File: src/design/slfr_pkg.sv
// ----------------------------------------------------------------------------
// slfr_pkg: shared types and constants of the sync/length frame receiver
// Configuration register indexes, the configuration bundle and the result item.
// ----------------------------------------------------------------------------
package slfr_pkg;

	// Widths fixed by the link format.
	localparam int BYTE_W   = 8;
	localparam int KIND_W   = 16;
	localparam int FLEN_W   = 32;
	localparam int CIDX_W   = 2;
	localparam int CDATA_W  = 32;

	// Configuration register indexes.
	localparam logic [CIDX_W-1:0] CFG_SYNC_FIRST  = 2'd0;
	localparam logic [CIDX_W-1:0] CFG_SYNC_SECOND = 2'd1;
	localparam logic [CIDX_W-1:0] CFG_MAX_PAYLOAD = 2'd2;

	// Reset values of the configuration registers.
	localparam logic [BYTE_W-1:0] SYNC_FIRST_RST  = 8'h12;
	localparam logic [BYTE_W-1:0] SYNC_SECOND_RST = 8'h34;
	localparam logic [FLEN_W-1:0] MAX_PAYLOAD_RST = 32'd1048576;

	// Current configuration, as seen by the deframer.
	typedef struct packed {
		logic [BYTE_W-1:0] sync_first;
		logic [BYTE_W-1:0] sync_second;
		logic [FLEN_W-1:0] max_payload;
	} cfg_t;

	// One result item.
	typedef struct packed {
		logic [BYTE_W-1:0] out_byte;
		logic              byte_valid;
		logic              last;
		logic [KIND_W-1:0] msg_kind;
		logic [FLEN_W-1:0] frame_length;
	} res_t;

endpackage

File: src/design/slfr_cfg_regs.sv
// ----------------------------------------------------------------------------
// slfr_cfg_regs: configuration registers
// Holds the sync bytes and the payload limit; writes to unknown indexes are dropped.
// ----------------------------------------------------------------------------
module slfr_cfg_regs (
	input  logic                              clk,
	input  logic                              arst_n,
	input  logic                              wr_en,
	input  logic [slfr_pkg::CIDX_W-1:0]       wr_index,
	input  logic [slfr_pkg::CDATA_W-1:0]      wr_data,
	output slfr_pkg::cfg_t                    cfg
);

	slfr_pkg::cfg_t cfg_q;

	// Register write decode.
	always_ff @(posedge clk or negedge arst_n) begin
		if (!arst_n) begin
			cfg_q.sync_first  <= slfr_pkg::SYNC_FIRST_RST;
			cfg_q.sync_second <= slfr_pkg::SYNC_SECOND_RST;
			cfg_q.max_payload <= slfr_pkg::MAX_PAYLOAD_RST;
		end else if (wr_en) begin
			unique case (wr_index)
				slfr_pkg::CFG_SYNC_FIRST: begin
					cfg_q.sync_first <= wr_data[slfr_pkg::BYTE_W-1:0];
				end
				slfr_pkg::CFG_SYNC_SECOND: begin
					cfg_q.sync_second <= wr_data[slfr_pkg::BYTE_W-1:0];
				end
				slfr_pkg::CFG_MAX_PAYLOAD: begin
					cfg_q.max_payload <= wr_data[slfr_pkg::FLEN_W-1:0];
				end
				default: begin
				end
			endcase
		end
	end

	assign cfg = cfg_q;

endmodule

File: src/design/slfr_deframer.sv
// ----------------------------------------------------------------------------
// slfr_deframer: frame parser and result register
// Tracks the frame phase byte by byte and registers at most one result per item.
// ----------------------------------------------------------------------------
module slfr_deframer #(
	parameter int LENGTH_BITS = 32
) (
	input  logic                         clk,
	input  logic                         arst_n,
	input  slfr_pkg::cfg_t               cfg,
	input  logic                         in_valid,
	input  logic [slfr_pkg::BYTE_W-1:0]  in_byte,
	output logic                         in_take,
	output logic                         res_valid,
	input  logic                         res_ready,
	output slfr_pkg::res_t               res
);

	localparam int LEN_BYTES = (LENGTH_BITS + 7) / 8;

	typedef enum logic [2:0] {
		PH_HUNT,
		PH_SYNC2,
		PH_TYPE,
		PH_SIZE,
		PH_PAYLOAD
	} phase_t;

	phase_t                               phase_q, phase_d;
	logic [LENGTH_BITS-1:0]               cnt_q, cnt_d;
	logic [slfr_pkg::KIND_W-1:0]          kind_q, kind_d;
	logic [LENGTH_BITS-1:0]               len_q, len_d;
	logic [LENGTH_BITS-1:0]               len_shift;
	logic [LENGTH_BITS-1:0]               cnt_inc;
	logic                                 emit;
	logic [slfr_pkg::BYTE_W-1:0]          emit_byte;
	logic                                 emit_bvalid;
	logic                                 emit_last;
	logic                                 res_valid_q;
	slfr_pkg::res_t                       res_q;

	// The input item moves on whenever the result register is free or draining.
	assign in_take   = in_valid && (!res_valid_q || res_ready);
	assign len_shift = LENGTH_BITS'({len_q, in_byte});
	assign cnt_inc   = cnt_q + LENGTH_BITS'(1);

	// Next phase, counters and result for the item at the input.
	always_comb begin
		phase_d     = phase_q;
		cnt_d       = cnt_q;
		kind_d      = kind_q;
		len_d       = len_q;
		emit        = 1'b0;
		emit_byte   = in_byte;
		emit_bvalid = 1'b1;
		emit_last   = 1'b0;
		unique case (phase_q)
			PH_HUNT: begin
				len_d = '0;
				cnt_d = '0;
				if (in_byte == cfg.sync_first) begin
					phase_d = PH_SYNC2;
				end
			end
			PH_SYNC2: begin
				cnt_d = '0;
				if (in_byte == cfg.sync_second) begin
					phase_d = PH_TYPE;
				end else begin
					phase_d = PH_HUNT;
				end
			end
			PH_TYPE: begin
				if (cnt_q == '0) begin
					kind_d = {{(slfr_pkg::KIND_W - slfr_pkg::BYTE_W){1'b0}}, in_byte};
					cnt_d  = LENGTH_BITS'(1);
				end else begin
					kind_d  = {in_byte, kind_q[slfr_pkg::BYTE_W-1:0]};
					phase_d = PH_SIZE;
					cnt_d   = '0;
					len_d   = '0;
				end
			end
			PH_SIZE: begin
				len_d = len_shift;
				cnt_d = cnt_inc;
				if (cnt_q == LENGTH_BITS'(LEN_BYTES - 1)) begin
					cnt_d = '0;
					if (len_shift == '0) begin
						// Empty message: one result that closes the frame.
						emit        = 1'b1;
						emit_byte   = '0;
						emit_bvalid = 1'b0;
						emit_last   = 1'b1;
						phase_d     = PH_HUNT;
					end else if (slfr_pkg::FLEN_W'(len_shift) > cfg.max_payload) begin
						// Oversized frame is dropped without a result.
						phase_d = PH_HUNT;
					end else begin
						phase_d = PH_PAYLOAD;
					end
				end
			end
			PH_PAYLOAD: begin
				emit  = 1'b1;
				cnt_d = cnt_inc;
				if (cnt_inc == len_q) begin
					emit_last = 1'b1;
					phase_d   = PH_HUNT;
					cnt_d     = '0;
				end
			end
			default: begin
				phase_d = PH_HUNT;
				cnt_d   = '0;
			end
		endcase
	end

	// Frame state and the result register.
	always_ff @(posedge clk or negedge arst_n) begin
		if (!arst_n) begin
			phase_q     <= PH_HUNT;
			cnt_q       <= '0;
			kind_q      <= '0;
			len_q       <= '0;
			res_valid_q <= 1'b0;
			res_q       <= '0;
		end else begin
			if (in_take) begin
				phase_q <= phase_d;
				cnt_q   <= cnt_d;
				kind_q  <= kind_d;
				len_q   <= len_d;
			end
			// A new result refills the register in the cycle the old one drains.
			if (in_take && emit) begin
				res_valid_q        <= 1'b1;
				res_q.out_byte     <= emit_byte;
				res_q.byte_valid   <= emit_bvalid;
				res_q.last         <= emit_last;
				res_q.msg_kind     <= kind_d;
				res_q.frame_length <= slfr_pkg::FLEN_W'(len_d);
			end else if (res_valid_q && res_ready) begin
				res_valid_q <= 1'b0;
			end
		end
	end

	assign res_valid = res_valid_q;
	assign res       = res_q;

endmodule

File: src/design/sync_length_frame_receiver.sv
// ----------------------------------------------------------------------------
// sync_length_frame_receiver: sync word and length prefixed frame receiver
// Hunts for two sync bytes, reads type and length, then streams payload bytes.
// ----------------------------------------------------------------------------
// Usage:
//   The input channel (in_valid/in_ready, rx_byte) takes one link byte per
//   item. The output channel (out_valid/out_ready) gives one result item per
//   payload byte, with the message type and announced length; the final byte
//   carries last. A zero length gives a single item with byte_valid low and
//   last high. Frames longer than max_payload are dropped without any item.
//   The configuration channel (cfg_valid/cfg_ready, cfg_index, cfg_data) is
//   always ready and writes sync_first, sync_second or max_payload; write it
//   only while the block is idle.
//   A byte accepted at the input sits in the input register until the
//   deframer takes it, and its result is then registered in the result
//   register that drives out_valid. Throughput is one item per cycle while
//   out_ready stays high; the deframer updates its phase once per byte.
//   Reset clears the configuration to 0x12, 0x34 and 1 MiB and puts the block
//   in the hunting phase with no item pending. When the receiver stalls, the
//   result register holds and at most one more byte waits in the input
//   register; in_ready then stays low until the result is taken.
// ----------------------------------------------------------------------------
module sync_length_frame_receiver #(
	parameter int LENGTH_BITS = 32
) (
	input  logic                              clk,
	input  logic                              arst_n,
	input  logic                              in_valid,
	output logic                              in_ready,
	input  logic [slfr_pkg::BYTE_W-1:0]       rx_byte,
	output logic                              out_valid,
	input  logic                              out_ready,
	output logic [slfr_pkg::BYTE_W-1:0]       out_byte,
	output logic                              byte_valid,
	output logic                              last,
	output logic [slfr_pkg::KIND_W-1:0]       msg_kind,
	output logic [slfr_pkg::FLEN_W-1:0]       frame_length,
	input  logic                              cfg_valid,
	output logic                              cfg_ready,
	input  logic [slfr_pkg::CIDX_W-1:0]       cfg_index,
	input  logic [slfr_pkg::CDATA_W-1:0]      cfg_data
);

	slfr_pkg::cfg_t                  cfg;
	slfr_pkg::res_t                  res;
	logic                            valid_s1;
	logic [slfr_pkg::BYTE_W-1:0]     byte_s1;
	logic                            take;

	assign cfg_ready = 1'b1;

	slfr_cfg_regs u_cfg (
		.clk      (clk),
		.arst_n   (arst_n),
		.wr_en    (cfg_valid),
		.wr_index (cfg_index),
		.wr_data  (cfg_data),
		.cfg      (cfg)
	);

	// Input register: refills in the same cycle that its item moves on.
	assign in_ready = !valid_s1 || take;

	always_ff @(posedge clk or negedge arst_n) begin
		if (!arst_n) begin
			valid_s1 <= 1'b0;
		end else if (in_valid && in_ready) begin
			valid_s1 <= 1'b1;
		end else if (take) begin
			valid_s1 <= 1'b0;
		end
	end

	always_ff @(posedge clk) begin
		if (in_valid && in_ready) begin
			byte_s1 <= rx_byte;
		end
	end

	slfr_deframer #(
		.LENGTH_BITS (LENGTH_BITS)
	) u_deframer (
		.clk       (clk),
		.arst_n    (arst_n),
		.cfg       (cfg),
		.in_valid  (valid_s1),
		.in_byte   (byte_s1),
		.in_take   (take),
		.res_valid (out_valid),
		.res_ready (out_ready),
		.res       (res)
	);

	assign out_byte     = res.out_byte;
	assign byte_valid   = res.byte_valid;
	assign last         = res.last;
	assign msg_kind     = res.msg_kind;
	assign frame_length = res.frame_length;

endmodule

File: config.mk
export PLATFORM = sky130hd
export DESIGN_NAME = sync_length_frame_receiver
export DESIGN_NICKNAME = d
export VERILOG_FILES = /design/src/design/slfr_pkg.sv /design/src/design/slfr_cfg_regs.sv /design/src/design/slfr_deframer.sv /design/src/design/sync_length_frame_receiver.sv
export SDC_FILE = /design/constraint.sdc
export NUM_CORES = 1
export LEC_CHECK = 0
export ABC_AREA = 0
export BUFFER_PORTS_ARGS = -buffer_cell sky130_fd_sc_hd__buf_2
export CAP_MARGIN = 30
export CELL_PAD_IN_SITES_DETAIL_PLACEMENT = 1
export CELL_PAD_IN_SITES_GLOBAL_PLACEMENT = 2
export CORE_ASPECT_RATIO = 1.2
export CORE_MARGIN = 8
export CORE_UTILIZATION = 39
export DETAILED_ROUTE_END_ITERATION = 7
export PLACE_DENSITY = 0.8
export SLEW_MARGIN = 15
export SYNTH_ARGS = -nofsm -noshare
export SYNTH_HDL_FRONTEND = slang
export SYNTH_SLANG_ARGS = --single-unit
File: constraint.sdc
create_clock -name clk -period 4.38 [get_ports clk]
set_input_delay 0.876 -clock clk [delete_from_list [all_inputs] [get_ports clk]]
set_output_delay 0.876 -clock clk [all_outputs]
set_load 0.1 [all_outputs]
### After elaboration in Yosys (flattened, before gate mapping)

Index checks and enable logic that the tools add are counted.

| cells by class | value |
|---|---|
| $add $sub $neg | 1 |
| $lt $le $gt $ge | 1 |
| equal/unequal tests | 14 |
| multiplexer cells | 31 |
| reductions and logical operators | 18 |

Operator list:

| cell | count |
|---|---|
| 32-bit one-hot mux with 3 select lines | 2 |
| 32-bit 2-to-1 mux | 3 |
| 32-bit zero test | 2 |
| 32-bit by 1-bit adder with 32-bit output, second input constant | 1 |
| 32-bit by 2-bit == test with 1-bit output, second input constant | 1 |
| 32-bit == test | 1 |
| 32-bit > comparator | 1 |
| 16-bit 2-to-1 mux | 2 |
| 8-bit 2-to-1 mux | 3 |
| 3-bit 2-to-1 mux | 6 |
| 8-bit == test | 2 |
| 3-bit one-hot mux with 5 select lines | 1 |
| 1-bit 2-to-1 mux | 11 |
| 3-bit by 2-bit == test with 1-bit output, second input constant | 2 |
| 2-bit by 1-bit != test with 1-bit output, second input constant | 3 |
| 2-bit AND reduction | 3 |
| 5-bit AND reduction | 1 |
| 1-bit logical AND | 4 |
| 1-bit one-hot mux with 2 select lines | 2 |
| 2-bit nonzero test | 2 |
| 3-bit by 1-bit == test with 1-bit output, second input constant | 1 |
| 3-bit == test, second input constant | 1 |
| 3-bit zero test | 1 |
| 2-bit by 1-bit == test with 1-bit output, second input constant | 1 |
| other kinds (6) | 8 |

| storage, ports and cells | value |
|---|---|
| bits in registers | 199 |
| input bits | 47 |
| logic and storage cells | 80 |

### Depth between registers and ports, before layout

| logic depth | value |
|---|---|
| depth after elaboration | 6 |
| mapped depth | 12 |

### By module

Synthesis repeated with hierarchy kept, for this count alone.

| second synthesis, totals | value |
|---|---|
| cell total of the unflattened synthesis | 1057 |
| area total of the unflattened synthesis | 10707.8 sq um |

By module, submodules not included:

| module | times used | cells an instance | area an instance (sq um) | sequential area each (sq um) |
|---|---|---|---|---|
| slfr_deframer | 1 | 941 | 8580.7 | 3553.4 |
| slfr_cfg_regs | 1 | 102 | 1821.7 | 1208.7 |
| sync_length_frame_receiver | 1 | 14 | 305.3 | 265.3 |

### Least setup slack after synthesis

OpenSTA, ideal clock, no wires.

| path | value |
|---|---|
| kind | register to register |
| start point | register u_deframer.cnt_q[1] |
| end point | register u_deframer.cnt_q[21] |
| setup time | 133 ps |
| arrival time | 2903 ps |
| required time | 4247 ps |
| path slack | 1344 ps |
| stages on the path, launching flop included | 12 |
| path buffers | 3 |
| period minus slack after synthesis | 3036 ps |
| path through | dfrtp_1 > ha_1 > buf_2 > nand4_1 > or4_1 > buf_2 > a2111oi_4 > o22ai_1 > or4_4 > o31ai_4 > buf_6 > o31ai_2 |

| on the way | value |
|---|---|
| cells in the longest elaborated chain, start to end | 4 |
| elaborated cells on any way between the ends | 6 |
| classes of those cells | add/sub: 1; eq/ne: 2; mux: 3 |

RTL lines:

| what | line | RTL |
|---|---|---|
| start: declaration | slfr_deframer.sv:30 | `logic [LENGTH_BITS-1:0] cnt_q, cnt_d;` |
| start signal: assignment | slfr_deframer.sv:132 | `cnt_q <= cnt_d;` |
| 32-bit by 1-bit adder with 32-bit output | slfr_deframer.sv:45 | `assign cnt_inc = cnt_q + LENGTH_BITS'(1);` |
| 32-bit == test | slfr_deframer.sv:107 | `if (cnt_inc == len_q) begin` |
| 32-bit 2-to-1 mux | slfr_deframer.sv:107 |  |
| 32-bit one-hot mux with 3 select lines * | slfr_deframer.sv:57 | `unique case (phase_q)` |

Every way passes the cells marked *; elsewhere a longest branch is shown, timed or not.
A chain may end at the register's enable or synchronous reset.

### Worst setup path in the final report

| path | value |
|---|---|
| start point | register u_deframer.cnt_q[0] |
| end point | register u_deframer.cnt_q[6] |

The elaborated chain is that of the path after synthesis.

==> run_summary.xml <==
<?xml version="1.0" encoding="UTF-8"?>
<metrics>
  <group name="clock_network">
    <metric name="postCtsSetupBuffers" unit="">0</metric>
    <metric name="clock_latency" unit="ps">450</metric>
    <metric name="clock-root-buffer" unit="">sky130_fd_sc_hd__clkbuf_16</metric>
    <metric name="post_cts_resize_count" unit="">0</metric>
    <metric name="tritoncts.num_buffers" unit="">17</metric>
    <metric name="tritoncts" unit="">built</metric>
    <metric name="hold_buffers" unit="">0</metric>
    <metric name="clkSinkCount" unit="">199</metric>
    <metric name="worst_setup_hold_path_clk_slew" unit="ps">70</metric>
    <metric name="clockBufferDepth" unit="">2</metric>
    <metric name="cts_max_level" unit="">4</metric>
  </group>
  <group name="place">
    <metric name="place_congestion" unit="">0.868</metric>
    <metric name="placement.setup.worst_slack" unit="ps">503</metric>
    <metric name="place_hpwl" unit="microns">23400</metric>
    <metric name="number_of_port_buffers" unit="">106</metric>
  </group>
  <group name="finish">
    <metric name="post_route_cells_drive_above_1_share" unit="">0.225</metric>
    <metric name="filler_cells" unit="">3054</metric>
    <metric name="postLayoutCoreUtil" unit="">0.447</metric>
    <metric name="finish.net_count" unit="">1200</metric>
    <metric name="antenna_cells" unit="">0</metric>
    <metric name="flow.area_growth_from_synthesis" unit="%">12.9</metric>
  </group>
  <group name="timing">
    <metric name="max-slew-margin-rel" unit="">0.324</metric>
    <metric name="post_layout_minimum_cycle_time" unit="ps">3910</metric>
    <metric name="min_period_over_period" unit="">0.892</metric>
    <metric name="slew_violations" unit="">0</metric>
    <metric name="number_of_endpoints_failing_setup_at_the_final_stage" unit="">0</metric>
    <metric name="grt_setup_unrepaired" unit="">false</metric>
    <metric name="layout_setup_ws" unit="ps">472</metric>
    <metric name="fmax" unit="MHz">256</metric>
    <metric name="setup_total_negative_slack" unit="ps">0</metric>
    <metric name="finalHoldViolations" unit="">0</metric>
    <metric name="final.setup_skew" unit="ps">11.6</metric>
    <metric name="tightestPinTransition" unit="ps">1010</metric>
  </group>
  <group name="synth">
    <metric name="synthArstFlopShare" unit="">0.960</metric>
    <metric name="synth_area_leader_cell" unit="">sky130_fd_sc_hd__dfrtp_1</metric>
    <metric name="synth_commonest_cells" unit="">sky130_fd_sc_hd__dfrtp_1 (185), sky130_fd_sc_hd__nand2_1 (95), sky130_fd_sc_hd__nor2_1 (81)</metric>
    <metric name="ys_dominant_reg_cell" unit="">sky130_fd_sc_hd__dfrtp_1</metric>
    <metric name="synth.yosys.seq_area_share" unit="">0.469</metric>
    <metric name="ys_warn_count" unit="">0</metric>
    <metric name="most_frequent_cell_after_synthesis" unit="">sky130_fd_sc_hd__dfrtp_1</metric>
    <metric name="avgSynthCellArea" unit="sq um">10.2</metric>
    <metric name="yosys.cell_types.count" unit="">71</metric>
    <metric name="synth_seq_cells" unit="">199</metric>
    <metric name="synthesis.nets" unit="">1137</metric>
    <metric name="syn_inst" unit="">1056</metric>
    <metric name="synth-edff-count" unit="">8</metric>
    <metric name="syn-cell-area" unit="sq um">10700</metric>
    <metric name="yosys-top-cells-area" unit="">sky130_fd_sc_hd__dfrtp_1 (43%), sky130_fd_sc_hd__mux2_2 (5.9%), sky130_fd_sc_hd__ha_1 (4.0%)</metric>
    <metric name="post-synth-top-area-fraction" unit="">0.431</metric>
  </group>
  <group name="routing">
    <metric name="postRouteWirelength" unit="microns">32800</metric>
    <metric name="first_iter_violations" unit="">476</metric>
    <metric name="antenna_violating_nets_post_route" unit="">0</metric>
    <metric name="drt-wirelength-per-cell" unit="microns">22.3</metric>
    <metric name="drc_violation_count_after_routing" unit="">0</metric>
    <metric name="detailedRoute.firstPassIterationCount" unit="">5</metric>
    <metric name="routed_via_density" unit="">5.88</metric>
    <metric name="route.vias.total" unit="">8657</metric>
  </group>
  <group name="power_and_ir_drop">
    <metric name="cellPowerDensity" unit="nW/um^2">364</metric>
    <metric name="p_leak" unit="nW">5.53</metric>
    <metric name="peakVddDrop" unit="V">0.000208</metric>
    <metric name="power_frac_clock" unit="">0.352</metric>
    <metric name="power.share.combinational" unit="">0.175</metric>
    <metric name="switching_share" unit="">0.306</metric>
    <metric name="p_int" unit="W">0.00306</metric>
    <metric name="report.power.total" unit="W">0.00441</metric>
    <metric name="power.sequential.fraction" unit="">0.474</metric>
    <metric name="power_switching" unit="W">0.00135</metric>
  </group>
  <group name="worst_setup_path">
    <metric name="path_type_of_the_worst_setup_path" unit="">reg2reg</metric>
    <metric name="cp.required" unit="ps">4700</metric>
    <metric name="reg2reg_from" unit="">u_deframer.cnt_q[0]$_DFFE_PN0P_</metric>
    <metric name="timing.critical_path.to_type" unit="">flop</metric>
    <metric name="critical_path.startpoint" unit="">u_deframer.cnt_q[0]$_DFFE_PN0P_</metric>
    <metric name="critPathMaxFanout" unit="">31</metric>
    <metric name="startpoint_type" unit="">flop</metric>
    <metric name="critical_path_at" unit="ps">4230</metric>
  </group>
  <group name="floorplan">
    <metric name="die-width" unit="microns">167</metric>
    <metric name="die-area" unit="sq um">33100</metric>
    <metric name="placeableCoreArea" unit="sq um">27100</metric>
    <metric name="fp-row-count" unit="">66</metric>
    <metric name="start_util" unit="">0.396</metric>
    <metric name="die_outline_height" unit="microns">198</metric>
    <metric name="i_o_pin_cnt" unit="">108</metric>
  </group>
  <group name="global_route">
    <metric name="grt_use_met2" unit="">0.360</metric>
    <metric name="grt_max_degree" unit="">83</metric>
    <metric name="busiest_grt_layer" unit="">met2</metric>
    <metric name="grt_overflow" unit="">0</metric>
    <metric name="gr-usage-all-layers" unit="">0.201</metric>
    <metric name="grtUsageMet3" unit="">0.0283</metric>
    <metric name="number_of_antenna_violations_at_the_first_check_in_global_routing" unit="">0</metric>
    <metric name="use_met1" unit="">0.243</metric>
    <metric name="vias_in_the_first_global_route" unit="">9303</metric>
    <metric name="grt_first_pass_wirelength" unit="microns">52600</metric>
  </group>
  <group name="job">
    <metric name="number_of_max_cap_violations" unit="">0</metric>
  </group>
  <group name="min_path">
    <metric name="holdCritPathClass" unit="">in2async</metric>
  </group>
  <group name="outcome">
    <metric name="run_status" unit="">finished clean</metric>
  </group>
</metrics>
[logic make-up (layout without fill, tap and decap cells)]
| logic type | Yosys count | after routing | synth area share |
|---|---|---|---|
| mux | 75 | 75 | 0.0767 |
| compound gates | 208 | 208 | 0.152 |
| buf+inv | 128 | 204 | 0.0494 |
| flops | 199 | 199 | 0.469 |
| simple gates | 358 | 358 | 0.170 |
| other cells | 1 | 1 | 0.000349 |
| fa+ha+maj | 34 | 34 | 0.0396 |
| xor+xnor | 53 | 53 | 0.0433 |
[worst max-delay path: stages (launching register included)]
cell,delay [ps]
sky130_fd_sc_hd__dfrtp_1,500
sky130_fd_sc_hd__ha_1,410
sky130_fd_sc_hd__nand4_1,130
sky130_fd_sc_hd__buf_4,200
sky130_fd_sc_hd__nor4_1,870
sky130_fd_sc_hd__a41oi_1,390
sky130_fd_sc_hd__or4_4,630
sky130_fd_sc_hd__o31ai_4,280
sky130_fd_sc_hd__buf_12,240
sky130_fd_sc_hd__o22ai_1,120
[per-layer routing]
metal	routed length, microns	up-vias
met5	0	-
met4	886	0
met3	887	51
met2	17100	172
met1	13900	4448
li1	-	3986
[cell usage in the layout, fill, tap and decap left out, drive strengths merged, types with 12 or more instances in the layout]
master,count
o21ai,36
clkbuf,23
nand4,44
nor4,28
inv,43
dfrtp,185
mux2i,17
nor2,81
o41ai,12
a21oi,18
xor2,30
a221oi,32
mux2,58
xnor2,23
buf,129
nand2,95
nand3,31
ha,34
o31ai,27
a22o,33
[flip-flops by register name (all words and copies together) (netlist names)]
signal                cells
valid_s1                  1
byte_s1                   8
u_deframer.len_q         32
u_deframer.kind_q        16
u_deframer.res           58
u_deframer.phase_q        3
u_cfg.cfg                48
u_deframer.res_valid      1
u_deframer.cnt_q         32
[stage by stage]
stage | std cells | instance area (sq um) | hold WS (ps)
floorplan | 1056 | 10700 | 448
global placement | 1440 | 11500 | 457
detailed placement | 1440 | 11500 | 464
CTS | 1472 | 12100 | 481
global route | 1472 | 12100 | 491
finish | 1472 | 12100 | 438
[worst paths after layout]
| check | cells after the start | endpoint | slack [ps] |
|---|---|---|---|
| worst max-delay path | 9 | u_deframer.cnt_q[6]$_DFFE_PN0P_ | 470 |
| worst min-delay path | 1 | u_deframer.res[24]$_DFFE_PN0P_ | 440 |
| worst max register to register | 9 | u_deframer.cnt_q[6]$_DFFE_PN0P_ | 470 |
| worst min register to register | 2 | u_deframer.res[34]$_DFFE_PN0P_ | 470 |
| max in group asynchronous | 2 | u_cfg.cfg[20]$_DFFE_PN1P_ | 2960 |
| min in group clk | 2 | u_deframer.res[34]$_DFFE_PN0P_ | 470 |
[area by class of cell]
class	count	area, sq um	area share
repair buffers	130	744	0.0614
clock buffers	22	475	0.0392
flip-flops and latches	199	5030	0.415
well taps	340	425	0.0351
multi-input cells	729	5190	0.428
inverters	42	158	0.0130
clock inverters	10	93.8	0.00775
[power groups by stage]
stage                     Combinational (W)  Sequential [W]  Clock [W]
after floorplan                    0.000382         0.00228          0
after global placement             0.000758         0.00212          0
after detailed placement           0.000780         0.00213          0
after CTS                          0.000784         0.00209    0.00159
after global routing               0.000840         0.00211    0.00165
final                              0.000770         0.00209    0.00155
Power figures use the tool's default switching activity.
